[src/rtl/igcr_pkg.sv]
// ----------------------------------------------------------------------------
// igcr_pkg: shared definitions of the idle-gap frame receiver
// Codes, register indexes, reset values and the byte-wise CRC-16 step.
// ----------------------------------------------------------------------------
package igcr_pkg;

  // default geometry
  localparam int unsigned ChannelsDef  = 2;
  localparam int unsigned RingDepthDef = 32;

  // register map
  localparam logic CfgGapTicks = 1'b0;
  localparam logic CfgFrameLen = 1'b1;

  localparam logic [15:0] GapTicksReset = 16'd4;
  localparam logic [5:0]  FrameLenReset = 6'd32;
  localparam logic [15:0] CrcInit       = 16'hFFFF;
  localparam logic [15:0] CrcPoly       = 16'hA001;

  typedef enum logic {
    CMD_BYTE = 1'b0,
    CMD_TICK = 1'b1
  } igcr_cmd_e;

  typedef enum logic {
    KIND_STATUS  = 1'b0,
    KIND_PAYLOAD = 1'b1
  } igcr_kind_e;

  typedef enum logic [1:0] {
    ST_OK       = 2'd0,
    ST_BAD_CHAN = 2'd1,
    ST_FULL     = 2'd2
  } igcr_status_e;

  // one byte of the reflected crc-16, eight shift steps
  function automatic logic [15:0] crc_byte(input logic [15:0] crc_in, input logic [7:0] b);
    logic [15:0] c;
    c = crc_in ^ {8'h00, b};
    for (int i = 0; i < 8; i++) begin
      c = c[0] ? ((c >> 1) ^ CrcPoly) : (c >> 1);
    end
    return c;
  endfunction

endpackage

[src/rtl/igcr_in_if.sv]
// ----------------------------------------------------------------------------
// igcr_in_if: input item channel
// Valid/ready handshake carrying command, channel and data.
// ----------------------------------------------------------------------------
interface igcr_in_if;
  logic       valid;
  logic       ready;
  logic       command;
  logic [2:0] channel;
  logic [7:0] data;

  modport source (output valid, command, channel, data, input ready);
  modport sink (input valid, command, channel, data, output ready);
endinterface

[src/rtl/igcr_out_if.sv]
// ----------------------------------------------------------------------------
// igcr_out_if: result item channel
// Valid/ready handshake carrying status and payload results.
// ----------------------------------------------------------------------------
interface igcr_out_if;
  logic       valid;
  logic       ready;
  logic       kind;
  logic [2:0] out_channel;
  logic [7:0] payload_byte;
  logic       last;
  logic [1:0] status;
  logic       overflow_seen;

  modport source (output valid, kind, out_channel, payload_byte, last, status,
                  overflow_seen, input ready);
  modport sink (input valid, kind, out_channel, payload_byte, last, status,
                overflow_seen, output ready);
endinterface

[src/rtl/idle_gap_crc_frame_receiver_core.sv]
// ----------------------------------------------------------------------------
// idle_gap_crc_frame_receiver_core: multi-channel idle-gap frame receiver
// Byte items fill per-channel rings; tick items close frames after an idle
// gap and release payload bytes of frames whose CRC-16 checks out.
// ----------------------------------------------------------------------------
// Usage:
//   in_i  : input items; command 0 stores a byte on a channel, command 1 is
//           a time tick that ages every channel's idle counter
//   out_o : result items; one status item per byte item, payload items of
//           good frames after a tick, the last byte of a frame flagged
//   cfg   : cfg_we_i writes gap_ticks (index 0) or frame_buffer_len (index 1)
// Flow:
//   byte items go at one per cycle while the result register is free; the
//   status item is visible the cycle after its byte item is taken
//   a tick item visits each channel in turn; a closing channel with more
//   than two drained bytes streams them through the CRC, checks the last
//   two against it and, on a match, re-reads each payload byte from the
//   ring memory through its single read port
// Reset: pointers, idle counters and overflow flags clear, registers take
//   their defaults; ring contents are undefined until written
// Stalls: a held result item stops the walk; no input item is taken until
//   all results of the current one are out
// ----------------------------------------------------------------------------
module idle_gap_crc_frame_receiver_core
  import igcr_pkg::*;
#(
  parameter int unsigned CHANNELS   = ChannelsDef,
  parameter int unsigned RING_DEPTH = RingDepthDef
) (
  input  logic        clk_i,
  input  logic        rst_ni,
  igcr_in_if.sink     in_i,
  igcr_out_if.source  out_o,
  input  logic        cfg_we_i,
  input  logic        cfg_idx_i,
  input  logic [15:0] cfg_data_i
);

  localparam int unsigned PW    = $clog2(RING_DEPTH);
  localparam int unsigned CHW   = (CHANNELS > 1) ? $clog2(CHANNELS) : 1;
  localparam int unsigned Depth = CHANNELS * RING_DEPTH;
  localparam int unsigned AW    = $clog2(Depth);

  typedef enum logic [5:0] {
    S_IDLE  = 6'b000001,
    S_TICK  = 6'b000010,
    S_SCAN  = 6'b000100,
    S_CHECK = 6'b001000,
    S_ERD   = 6'b010000,
    S_EWAIT = 6'b100000
  } state_e;

  // wrap helpers
  function automatic logic [PW-1:0] ring_inc(input logic [PW-1:0] p);
    return (p == PW'(RING_DEPTH - 1)) ? '0 : p + PW'(1);
  endfunction

  function automatic logic [PW-1:0] ring_add(input logic [PW-1:0] p, input logic [5:0] off);
    logic [6:0] s;
    s = 7'(p) + 7'(off);
    if (s >= 7'(RING_DEPTH)) begin
      s = s - 7'(RING_DEPTH);
    end
    return s[PW-1:0];
  endfunction

  function automatic logic [AW-1:0] mem_addr(input logic [CHW-1:0] c, input logic [PW-1:0] p);
    return AW'(AW'(c) * AW'(RING_DEPTH)) + AW'(p);
  endfunction

  state_e         state_q, state_d;
  logic [15:0]    gap_q;
  logic [5:0]     fbl_q;
  logic [PW-1:0]  wp_q  [CHANNELS];
  logic [PW-1:0]  rp_q  [CHANNELS];
  logic [15:0]    idle_q [CHANNELS];
  logic           ovf_q [CHANNELS];
  logic [CHW-1:0] cidx_q;
  logic [5:0]     n_q, issue_q, rpos_q, eidx_q;
  logic [PW-1:0]  rps_q;
  logic           rvalid_q;
  logic [15:0]    crc_q;
  logic [7:0]     lo_q, hi_q;

  logic           out_valid_q;
  logic           out_kind_q, out_last_q, out_ovf_q;
  logic [2:0]     out_ch_q;
  logic [7:0]     out_byte_q;
  logic [1:0]     out_st_q;

  logic           out_free, in_acc, bad_ch, full, last_chan, issuing, emit_load;
  logic [CHW-1:0] ich;
  logic [PW-1:0]  wp_nxt;
  logic [6:0]     fill;
  logic [5:0]     n_new, rd_off;
  logic [16:0]    idle_inc;
  logic [7:0]     rdata;
  logic [AW-1:0]  raddr;

  // handshake
  assign out_free = !out_valid_q || out_o.ready;
  assign in_i.ready = (state_q == S_IDLE) && out_free;
  assign in_acc = in_i.valid && in_i.ready;

  // byte item decode
  assign bad_ch = in_i.channel >= 3'(CHANNELS);
  assign ich    = in_i.channel[CHW-1:0];
  assign wp_nxt = ring_inc(wp_q[ich]);
  assign full   = (wp_nxt == rp_q[ich]);

  // tick decode for the channel in hand
  assign last_chan = (cidx_q == CHW'(CHANNELS - 1));
  assign idle_inc  = {1'b0, idle_q[cidx_q]} + 17'd1;
  assign fill      = 7'(wp_q[cidx_q]) + ((wp_q[cidx_q] < rp_q[cidx_q]) ? 7'(RING_DEPTH) : 7'd0)
                     - 7'(rp_q[cidx_q]);
  assign n_new     = (7'(fbl_q) < fill) ? fbl_q : fill[5:0];

  // ring read address
  assign issuing   = (state_q == S_SCAN) && (issue_q < n_q);
  assign rd_off    = (state_q == S_SCAN) ? issue_q : eidx_q;
  assign raddr     = mem_addr(cidx_q, ring_add(rps_q, rd_off));
  assign emit_load = (state_q == S_EWAIT) && out_free;

  igcr_ring_mem #(
    .Depth (Depth),
    .AddrW (AW)
  ) u_ring (
    .clk_i   (clk_i),
    .we_i    (in_acc && (in_i.command == CMD_BYTE) && !bad_ch && !full),
    .waddr_i (mem_addr(ich, wp_q[ich])),
    .wdata_i (in_i.data),
    .raddr_i (raddr),
    .rdata_o (rdata)
  );

  // sequencer next state
  always_comb begin
    state_d = state_q;
    case (state_q)
      S_IDLE: begin
        if (in_acc && (in_i.command == CMD_TICK)) state_d = S_TICK;
      end
      S_TICK: begin
        if ((idle_inc >= {1'b0, gap_q}) && (n_new > 6'd2)) state_d = S_SCAN;
        else if (last_chan) state_d = S_IDLE;
      end
      S_SCAN: begin
        if (rvalid_q && (rpos_q == n_q - 6'd1)) state_d = S_CHECK;
      end
      S_CHECK: begin
        if ({hi_q, lo_q} == crc_q) state_d = S_ERD;
        else if (last_chan) state_d = S_IDLE;
        else state_d = S_TICK;
      end
      S_ERD: begin
        state_d = S_EWAIT;
      end
      S_EWAIT: begin
        if (emit_load) begin
          if (eidx_q == n_q - 6'd3) state_d = last_chan ? S_IDLE : S_TICK;
          else state_d = S_ERD;
        end
      end
      default: state_d = S_IDLE;
    endcase
  end

  // control and channel state
  always_ff @(posedge clk_i or negedge rst_ni) begin
    if (!rst_ni) begin
      state_q  <= S_IDLE;
      gap_q    <= GapTicksReset;
      fbl_q    <= FrameLenReset;
      cidx_q   <= '0;
      rvalid_q <= 1'b0;
      for (int c = 0; c < CHANNELS; c++) begin
        wp_q[c]   <= '0;
        rp_q[c]   <= '0;
        idle_q[c] <= '0;
        ovf_q[c]  <= 1'b0;
      end
    end else begin
      state_q  <= state_d;
      rvalid_q <= issuing;
      if (cfg_we_i) begin
        if (cfg_idx_i == CfgGapTicks) gap_q <= cfg_data_i;
        else fbl_q <= cfg_data_i[5:0];
      end
      // byte item
      if (in_acc && (in_i.command == CMD_BYTE) && !bad_ch) begin
        if (full) begin
          ovf_q[ich] <= 1'b1;
        end else begin
          wp_q[ich]   <= wp_nxt;
          idle_q[ich] <= '0;
        end
      end
      if (in_acc && (in_i.command == CMD_TICK)) cidx_q <= '0;
      // idle counter and drain decision
      if (state_q == S_TICK) begin
        if (idle_inc < {1'b0, gap_q}) begin
          idle_q[cidx_q] <= idle_inc[15:0];
        end else begin
          idle_q[cidx_q] <= '0;
          rp_q[cidx_q]   <= ring_add(rp_q[cidx_q], n_new);
        end
        if (state_d == S_TICK) cidx_q <= cidx_q + CHW'(1);
      end
      if ((state_q == S_CHECK || state_q == S_EWAIT) && state_d == S_TICK) begin
        cidx_q <= cidx_q + CHW'(1);
      end
    end
  end

  // frame walk registers
  always_ff @(posedge clk_i) begin
    if (state_q == S_TICK) begin
      n_q     <= n_new;
      rps_q   <= rp_q[cidx_q];
      issue_q <= '0;
      crc_q   <= CrcInit;
    end
    if (issuing) issue_q <= issue_q + 6'd1;
    rpos_q <= issue_q;
    if ((state_q == S_SCAN) && rvalid_q) begin
      if (rpos_q < n_q - 6'd2) crc_q <= crc_byte(crc_q, rdata);
      else if (rpos_q == n_q - 6'd2) lo_q <= rdata;
      else hi_q <= rdata;
    end
    if (state_q == S_CHECK) eidx_q <= '0;
    if (emit_load) eidx_q <= eidx_q + 6'd1;
  end

  // output register valid
  always_ff @(posedge clk_i or negedge rst_ni) begin
    if (!rst_ni) begin
      out_valid_q <= 1'b0;
    end else if (in_acc && (in_i.command == CMD_BYTE)) begin
      out_valid_q <= 1'b1;
    end else if (emit_load) begin
      out_valid_q <= 1'b1;
    end else if (out_o.ready) begin
      out_valid_q <= 1'b0;
    end
  end

  // output register payload
  always_ff @(posedge clk_i) begin
    if (in_acc && (in_i.command == CMD_BYTE)) begin
      out_kind_q <= KIND_STATUS;
      out_ch_q   <= in_i.channel;
      out_byte_q <= '0;
      out_last_q <= 1'b0;
      if (bad_ch) begin
        out_st_q  <= ST_BAD_CHAN;
        out_ovf_q <= 1'b0;
      end else if (full) begin
        out_st_q  <= ST_FULL;
        out_ovf_q <= 1'b1;
      end else begin
        out_st_q  <= ST_OK;
        out_ovf_q <= ovf_q[ich];
      end
    end else if (emit_load) begin
      out_kind_q <= KIND_PAYLOAD;
      out_ch_q   <= 3'(cidx_q);
      out_byte_q <= rdata;
      out_last_q <= (eidx_q == n_q - 6'd3);
      out_st_q   <= ST_OK;
      out_ovf_q  <= ovf_q[cidx_q];
    end
  end

  assign out_o.valid         = out_valid_q;
  assign out_o.kind          = out_kind_q;
  assign out_o.out_channel   = out_ch_q;
  assign out_o.payload_byte  = out_byte_q;
  assign out_o.last          = out_last_q;
  assign out_o.status        = out_st_q;
  assign out_o.overflow_seen = out_ovf_q;

endmodule

[src/rtl/igcr_ring_mem.sv]
// ----------------------------------------------------------------------------
// igcr_ring_mem: ring byte store of all channels
// One write port and one registered read port.
// ----------------------------------------------------------------------------
module igcr_ring_mem #(
  parameter int unsigned Depth = 64,
  parameter int unsigned AddrW = 6
) (
  input  logic             clk_i,
  input  logic             we_i,
  input  logic [AddrW-1:0] waddr_i,
  input  logic [7:0]       wdata_i,
  input  logic [AddrW-1:0] raddr_i,
  output logic [7:0]       rdata_o
);

  logic [7:0] mem [Depth];
  logic [7:0] rdata_q;

  // write port
  always_ff @(posedge clk_i) begin
    if (we_i) begin
      mem[waddr_i] <= wdata_i;
    end
  end

  // registered read port
  always_ff @(posedge clk_i) begin
    rdata_q <= mem[raddr_i];
  end

  assign rdata_o = rdata_q;

endmodule

[src/flat_wrapper.sv]
// flat-port wrapper written by rule: the top's interface ports become plain ports
module idle_gap_crc_frame_receiver_core_flat import igcr_pkg::*;
#(
  parameter int unsigned CHANNELS   = ChannelsDef,
  parameter int unsigned RING_DEPTH = RingDepthDef
)
  (clk_i, rst_ni, cfg_we_i, cfg_idx_i, cfg_data_i, in_i_valid, in_i_command, in_i_channel, in_i_data, in_i_ready, out_o_valid, out_o_kind, out_o_out_channel, out_o_payload_byte, out_o_last, out_o_status, out_o_overflow_seen, out_o_ready);
  igcr_in_if in_i_i ();
  igcr_out_if out_o_i ();
  input  logic clk_i;
  input  logic rst_ni;
  input  logic cfg_we_i;
  input  logic cfg_idx_i;
  input  logic [15:0] cfg_data_i;
  input wire logic [$bits(in_i_i.valid)-1:0] in_i_valid;
  input wire logic [$bits(in_i_i.command)-1:0] in_i_command;
  input wire logic [$bits(in_i_i.channel)-1:0] in_i_channel;
  input wire logic [$bits(in_i_i.data)-1:0] in_i_data;
  output wire logic [$bits(in_i_i.ready)-1:0] in_i_ready;
  output wire logic [$bits(out_o_i.valid)-1:0] out_o_valid;
  output wire logic [$bits(out_o_i.kind)-1:0] out_o_kind;
  output wire logic [$bits(out_o_i.out_channel)-1:0] out_o_out_channel;
  output wire logic [$bits(out_o_i.payload_byte)-1:0] out_o_payload_byte;
  output wire logic [$bits(out_o_i.last)-1:0] out_o_last;
  output wire logic [$bits(out_o_i.status)-1:0] out_o_status;
  output wire logic [$bits(out_o_i.overflow_seen)-1:0] out_o_overflow_seen;
  input wire logic [$bits(out_o_i.ready)-1:0] out_o_ready;
  assign in_i_i.valid = in_i_valid;
  assign in_i_i.command = in_i_command;
  assign in_i_i.channel = in_i_channel;
  assign in_i_i.data = in_i_data;
  assign in_i_ready = in_i_i.ready;
  assign out_o_valid = out_o_i.valid;
  assign out_o_kind = out_o_i.kind;
  assign out_o_out_channel = out_o_i.out_channel;
  assign out_o_payload_byte = out_o_i.payload_byte;
  assign out_o_last = out_o_i.last;
  assign out_o_status = out_o_i.status;
  assign out_o_overflow_seen = out_o_i.overflow_seen;
  assign out_o_i.ready = out_o_ready;
  idle_gap_crc_frame_receiver_core #(.CHANNELS(CHANNELS), .RING_DEPTH(RING_DEPTH)) u_core (.clk_i(clk_i), .rst_ni(rst_ni), .in_i(in_i_i), .out_o(out_o_i), .cfg_we_i(cfg_we_i), .cfg_idx_i(cfg_idx_i), .cfg_data_i(cfg_data_i));
endmodule
[config.mk]
export PLATFORM = sky130hd
export DESIGN_NAME = idle_gap_crc_frame_receiver_core_flat
export DESIGN_NICKNAME = d
export VERILOG_FILES = /design/src/rtl/igcr_pkg.sv /design/src/rtl/igcr_in_if.sv /design/src/rtl/igcr_out_if.sv /design/src/rtl/idle_gap_crc_frame_receiver_core.sv /design/src/rtl/igcr_ring_mem.sv /design/src/flat_wrapper.sv
export SDC_FILE = /design/constraint.sdc
export NUM_CORES = 1
export LEC_CHECK = 0
export BUFFER_PORTS_ARGS = -buffer_cell sky130_fd_sc_hd__buf_2
export CORE_ASPECT_RATIO = 1.5
export CORE_MARGIN = 8
export CORE_UTILIZATION = 26
export DETAILED_ROUTE_END_ITERATION = 10
export GPL_ROUTABILITY_DRIVEN = 0
export PLACE_DENSITY_LB_ADDON = 0.25
export SETUP_SLACK_MARGIN = 0.2
export SLEW_MARGIN = 25
export SYNTH_ARGS = -nofsm -noshare
export SYNTH_HDL_FRONTEND = slang
export SYNTH_SLANG_ARGS = --single-unit
[constraint.sdc]
create_clock -name clk_i -period 9.9 [get_ports clk_i]
set_input_delay 1.485 -clock clk_i [delete_from_list [all_inputs] [get_ports clk_i]]
set_output_delay 1.485 -clock clk_i [all_outputs]
set_load 0.005 [all_outputs]
### After elaboration in Yosys (flattened, before gate mapping)

Memory sizes are Yosys's and may differ from the RTL's. A register that Yosys moved wholly into a read port is not among the register bits.
Cells that the tools add are included.

* add/subtract/negate cells: 16
* magnitude comparators: 14
* equality and inequality tests: 13
* muxes and demuxes: 89
* bitwise gates (word level): 22
* reductions and logical operators: 30

Operators with widths (count)
* 16-bit two-way mux: 16
* 32-bit two-way mux: 4
* 5-bit two-way mux: 19
* 6-bit two-way mux: 14
* 32-bit bitwise AND: 2
* 32-bit inverter: 2
* 6-bit case mux with 6 select lines: 1
* 32-bit bitwise mux: 1
* 16-bit demux with 1-bit select: 2
* 2-bit inverter with 3-bit output: 8
* 10-bit bitwise mux: 2
* 1-bit two-way mux: 20
* 6-bit equality test: 3
* 16-bit by 1-bit adder with 17-bit output (second input constant): 1
* 17-bit by 16-bit >= comparator with 1-bit output: 1
* 17-bit by 16-bit < comparator with 1-bit output: 1
* 16-bit equality test: 1
* 16-bit by 8-bit bitwise XOR with 16-bit output: 1
* 5-bit by 6-bit adder with 7-bit output: 2
* 7-bit by 6-bit >= comparator with 1-bit output (second input constant): 2
* 1-bit logical AND: 14
* 6-bit by 1-bit adder with 6-bit output (second input constant): 2
* 6-bit by 5-bit adder with 6-bit output: 2
* 6-bit by 2-bit equality test with 1-bit output (second input constant): 2
* other kinds (34): 61

* flip-flop bits (word level): 162
* RAM bits: 512
* input port bits: 34
* output and inout bits: 18
* logic and storage cells: 213
* memories kept: 1

Memories
* u_core.u_ring.mem: words 64, bits a word 8, read ports 1, clocked after memory_dff 1, write ports 1, line igcr_ring_mem.sv:17 `logic [7:0] mem [Depth];`

### Longest topological paths before layout

* word-level depth: 19
* mapped depth: 24
* mapped depth without buffers: 19

### By module

A second synthesis with hierarchy kept.

* cells, all modules: 1796
* area total of the unflattened synthesis: 29284.3 µm²

Modules (own cells, without submodules)
* igcr_ring_mem: times used 1, cells each 940, area an instance 20166.8 µm², sequential area each 15534.9 µm²
* idle_gap_crc_frame_receiver_core: times used 1, cells each 856, area an instance 9117.5 µm², sequential area each 4122.7 µm²

### Least setup slack after synthesis

No wires, ideal clock.

* path type: register to register
* start point: register u_core.cidx_q
* end point: register u_core.rp_q[4] (netlist name)
* library setup time: 0.125 ns
* arrival: 5.548 ns
* data required time: 9.775 ns
* path slack: 4.227 ns
* stages on the path, launching flop included: 23
* path buffers: 5
* clock period less this slack: 5.673 ns
* cells stage by stage: dfrtp_1 -> buf_2 -> buf_1 -> buf_1 -> buf_2 -> buf_2 -> mux2i_1 -> ha_1 -> inv_1 -> fa_1 -> a21oi_1 -> o21bai_1 -> xnor2_1 -> ha_1 -> a211o_1 -> o21ai_1 -> o21ai_0 -> ha_1 -> fa_1 -> a31oi_1 -> o21ai_0 -> xnor2_1 -> mux2_2

* longest elaborated chain between the ends: 16
* elaborated cells on any way between the ends: 32
* those cells by class: 5 x add/sub; 6 x order compare; 17 x mux; 2 x bitwise; 2 x reduce/logical

RTL lines
* start: declaration: line idle_gap_crc_frame_receiver_core.sv:78 `logic [CHW-1:0] cidx_q;`
* start signal: assignment: line idle_gap_crc_frame_receiver_core.sv:207 `if (state_d == S_TICK) cidx_q <= cidx_q + CHW'(1);`
* start signal: assignment: line idle_gap_crc_frame_receiver_core.sv:210 `cidx_q <= cidx_q + CHW'(1);`
* 1-bit inverter with 2-bit output (implied by the code) (*): line idle_gap_crc_frame_receiver_core.sv:114, idle_gap_crc_frame_receiver_core.sv:115
* 5-bit two-way mux, on equally long branches (3 in a row): line idle_gap_crc_frame_receiver_core.sv:114, idle_gap_crc_frame_receiver_core.sv:115
* 5-bit < comparator: line idle_gap_crc_frame_receiver_core.sv:114 `assign fill = 7'(wp_q[cidx_q]) + ((wp_q[cidx_q] < rp_q[cidx_q]) ? 7'(RING_DEPTH) : 7'd0)`
* 6-bit two-way mux: line idle_gap_crc_frame_receiver_core.sv:114
* 5-bit by 7-bit adder with 7-bit output: line idle_gap_crc_frame_receiver_core.sv:114
* 7-bit by 5-bit subtractor with 7-bit output (*): line idle_gap_crc_frame_receiver_core.sv:115 `- 7'(rp_q[cidx_q]);`
* 6-bit by 7-bit < comparator with 1-bit output: line idle_gap_crc_frame_receiver_core.sv:116 `assign n_new = (7'(fbl_q) < fill) ? fbl_q : fill[5:0];`
* 6-bit two-way mux (*): line idle_gap_crc_frame_receiver_core.sv:116
* named net u_core.n_new[0]: line idle_gap_crc_frame_receiver_core.sv:95 `logic [5:0] n_new, rd_off;`
* 5-bit by 6-bit adder with 7-bit output (*): line idle_gap_crc_frame_receiver_core.sv:60 `s = 7'(p) + 7'(off);`
* 7-bit by 6-bit >= comparator with 1-bit output / 5-bit by 1-bit subtractor with 5-bit output (equally long branches): line idle_gap_crc_frame_receiver_core.sv:61, idle_gap_crc_frame_receiver_core.sv:62
* 5-bit two-way mux (*): line idle_gap_crc_frame_receiver_core.sv:61 `if (s >= 7'(RING_DEPTH)) begin`
* 5-bit two-way mux (*): line idle_gap_crc_frame_receiver_core.sv:201 `if (idle_inc < {1'b0, gap_q}) begin`
* 5-bit two-way mux (*): line idle_gap_crc_frame_receiver_core.sv:200 `if (state_q == S_TICK) begin`
* 10-bit bitwise mux (*): line idle_gap_crc_frame_receiver_core.sv:205 `rp_q[cidx_q] <= ring_add(rp_q[cidx_q], n_new);`
* end signal: indexed assignment: line idle_gap_crc_frame_receiver_core.sv:205
* end: declaration: line idle_gap_crc_frame_receiver_core.sv:75 `logic [PW-1:0] rp_q [CHANNELS];`

The timed path passes the listed nets; every way through them passes the cells marked *. The select of a mux whose other input is x is not followed.
A chain may end at the register's enable or synchronous reset.

### Final worst setup path

* start point: register u_core.cidx_q
* end point: register u_core.rp_q[9] (netlist name)

Same word-level chain as after synthesis.

==> metrics <==
relative slew slack=32.45%; Required @ worst endpoint=10.41 ns; die footprint=122800 µm²; quantity of I/O buffers inserted on ports=51; critical path startpoint category=flop; portion of the post-synthesis area used by sequential elements=67.71%; number of clock buffers inserted by TritonCTS=67; core region area=111100 µm²; die outline height=425.3 µm; setup violators final=0; post-cts repair resize count=0; sum of net half-perimeters after detailed placement=50570 µm; Crit Path Max Fanout=43; DR WL/cell=23.04 µm; Final Hold Viols=0; Max IR drop VDD=0.09629 mV; maximum achievable frequency=176.2 MHz; standby leakage power=11.18 nW; clock insertion delay at the later pin of the skew report=0.63 ns; post-layout total power=6.897 mW; summed instance area of the synthesized netlist=29030 µm²; count of warnings emitted by yosys=0; cell with the most instances after synthesis=sky130_fd_sc_hd__edfxtp_1; net total in the final layout=1855; cell chosen for the clock root=sky130_fd_sc_hd__clkbuf_16; dpl cell area=31020 µm²; clock tree from TritonCTS=done; status=completed; Boundary Pins=52; Period minus WS final=5.676 ns; setup repair after global routing missed its margin=no; Max Slew Vio Count=0; DRT iter0 DRCs=993; total negative slack=0 ns; total number of vias=15040; all-layer global routing usage=12.29%; largest net degree at the start of global routing=81; Maximum Capacitance Violations=0; cell count after synthesis=1698; layout filler cell count=10910; number of unique standard cell types used by synthesis=75; Die Width=288.9 µm; Synth top cells by count=557 x sky130_fd_sc_hd__edfxtp_1, 165 x sky130_fd_sc_hd__mux4_2, 120 x sky130_fd_sc_hd__nor2_1, 84 x sky130_fd_sc_hd__nand2_1, 82 x sky130_fd_sc_hd__dfrtp_1; fraction of synthesis flops using an asynchronous set or reset pin=12.46%; power per cell area=208.1 nW/µm²; post-route clock skew=0.01989 ns; Antenna Violating Nets Remaining=0; Post-route DRC=0; initial core utilization=26.13%; cell area after layout=33140 µm²; number of sinks driven by the clock tree=682; Slew @ Worst Pin=1.010 ns; Core Rows=150; type of the tightest min-delay check=reg -> reg; EDFF count, synth=557; share of layout cells above drive strength 1=21.57%; syn avg cell area=17.10 µm²; Crit path arrival time=6.19 ns; CTS Buffer Depth=3; #FFs+latches synth=682; cts hold-fix bufs=0; net count after synthesis=1788; most common flop cell mapped by yosys=sky130_fd_sc_hd__edfxtp_1; post-CTS setup repair buffer count=0; post-detailed-routing wire length=75040 µm; first-pass GRT wire length=111600 µm; Setup crit end kind=flop; clock-pin slew reported for the worst setup and hold paths after clock tree synthesis=0.06 ns; number of vias per cell after detailed routing=4.618; number of H-tree levels=3; GRT Residual Overflow=0; ratio of final minimum period to clock period=57.33%; top cells by area, synth=sky130_fd_sc_hd__edfxtp_1 58%, sky130_fd_sc_hd__mux4_2 13%, sky130_fd_sc_hd__dfrtp_1 7.1%; post-synth top area cell=sky130_fd_sc_hd__edfxtp_1; Layout area overhead=14.14%; kind of critical path=reg -> reg; number of antenna violations at the first check in global routing=0; antenna diode count=0; vias in the first global route=16120; share of the synthesized area in the top cell type=57.61%; number of detailed-routing iterations run before antenna repair=6
## through the flow
stage          setup slack, ns  std cells  utilization [%]  hold WS (ns)
3_3_place_gp             4.046       3140            27.90        0.4201
2_1_floorplan            4.227       1698                -        0.3972
4_1_cts                  4.187       3257            29.83        0.4376
5_1_grt                  3.751       3257            29.83        0.4546
3_5_place_dp             4.053       3140            27.92        0.4227
6_report                 4.224       3257            29.83        0.4389
## path summary, 6_finish.rpt
kind | endpoint | depth (start not counted) | startpoint | slack [ns]
min in group asynchronous | u_core.gap_q[14]$_DFFE_PN0P_ | 1 | rst_ni | 0.83
max in group asynchronous | u_core.cidx_q$_DFF_PN0_ | 2 | rst_ni | 7.95
setup reg to reg | u_core.rp_q[9]$_DFFE_PN0P_ | 18 | u_core.cidx_q$_DFF_PN0_ | 4.22
hold / removal | u_core.rpos_q[5]$_DFF_P_ | 0 | u_core.issue_q[5]$_SDFFCE_PN0P_ | 0.44
hold reg to reg | u_core.rpos_q[5]$_DFF_P_ | 0 | u_core.issue_q[5]$_SDFFCE_PN0P_ | 0.44
setup / recovery | u_core.rp_q[9]$_DFFE_PN0P_ | 18 | u_core.cidx_q$_DFF_PN0_ | 4.22
## sequential cells by signal (all words and copies together) (netlist names), 10 cells and up
name / cells
u_core.wp_q: 10
u_core.u_ring.mem: 512
u_core.idle_q: 32
u_core.rp_q: 10
u_core.gap_q: 16
u_core.crc_q: 16
## worst max-delay path, stage by stage (launching register included)
cell	delay (ns)
sky130_fd_sc_hd__dfrtp_2	0.67
sky130_fd_sc_hd__buf_4	0.55
sky130_fd_sc_hd__mux2i_1	0.29
sky130_fd_sc_hd__ha_1	0.20
sky130_fd_sc_hd__inv_1	0.06
sky130_fd_sc_hd__fa_1	0.43
sky130_fd_sc_hd__a21oi_1	0.20
sky130_fd_sc_hd__o21bai_1	0.10
sky130_fd_sc_hd__xnor2_1	0.26
sky130_fd_sc_hd__ha_1	0.30
sky130_fd_sc_hd__a211o_1	0.33
sky130_fd_sc_hd__o21ai_1	0.49
sky130_fd_sc_hd__o21ai_0	0.22
sky130_fd_sc_hd__ha_1	0.26
sky130_fd_sc_hd__fa_1	0.45
sky130_fd_sc_hd__a31oi_1	0.18
sky130_fd_sc_hd__o21ai_0	0.12
sky130_fd_sc_hd__xnor2_1	0.16
sky130_fd_sc_hd__mux2_2	0.27
## metal layers
metal  global-route usage (%)  share of wire (%)
met1                    13.45                 37
met2                    23.82                 57
met3                    1.666                3.1
met4                    4.306                3.0
met5                        0                  0
## final cells by class
class | instances | area, µm² | share of cell area [%]
sequential | 682 | 19660 | 59.32
multi-input combinational | 889 | 8924 | 26.93
tap | 1444 | 1807 | 5.452
clock buffer | 82 | 1785 | 5.388
timing repair buffer | 72 | 432.9 | 1.306
clock inverter | 35 | 334.1 | 1.008
inverter | 53 | 198.9 | 0.6003
## cells in the final DEF, fill, tap and decap left out, types with 16 or more instances in the layout
cell,count
sky130_fd_sc_hd__a21o_1,19
sky130_fd_sc_hd__a21oi_1,38
sky130_fd_sc_hd__a22o_1,27
sky130_fd_sc_hd__buf_2,46
sky130_fd_sc_hd__buf_4,24
sky130_fd_sc_hd__clkbuf_16,69
sky130_fd_sc_hd__dfrtp_1,81
sky130_fd_sc_hd__dfxtp_1,40
sky130_fd_sc_hd__edfxtp_1,557
sky130_fd_sc_hd__ha_1,52
sky130_fd_sc_hd__inv_1,52
sky130_fd_sc_hd__mux2_2,35
sky130_fd_sc_hd__mux2i_1,35
sky130_fd_sc_hd__mux4_2,165
sky130_fd_sc_hd__nand2_1,84
sky130_fd_sc_hd__nand3_1,23
sky130_fd_sc_hd__nor2_1,120
sky130_fd_sc_hd__nor3_1,16
sky130_fd_sc_hd__o21ai_0,40
sky130_fd_sc_hd__xnor2_1,56
sky130_fd_sc_hd__xor2_1,41
## power breakdown
group          switching, mW  internal, mW
Sequential             0.136          3.22
Clock                   1.09          1.42
Combinational          0.593         0.440
Total                   1.82          5.08
## logic make-up after synthesis
logic type,after synthesis,share of synthesized area (%)
simple gates,327,5.434
compound gates,164,3.779
mux,242,15.79
fa+ha+maj,57,2.525
xor+xnor,99,2.986
flops,682,67.71
buf+inv,127,1.780
Note: power is estimated with default switching activity, not from simulation.
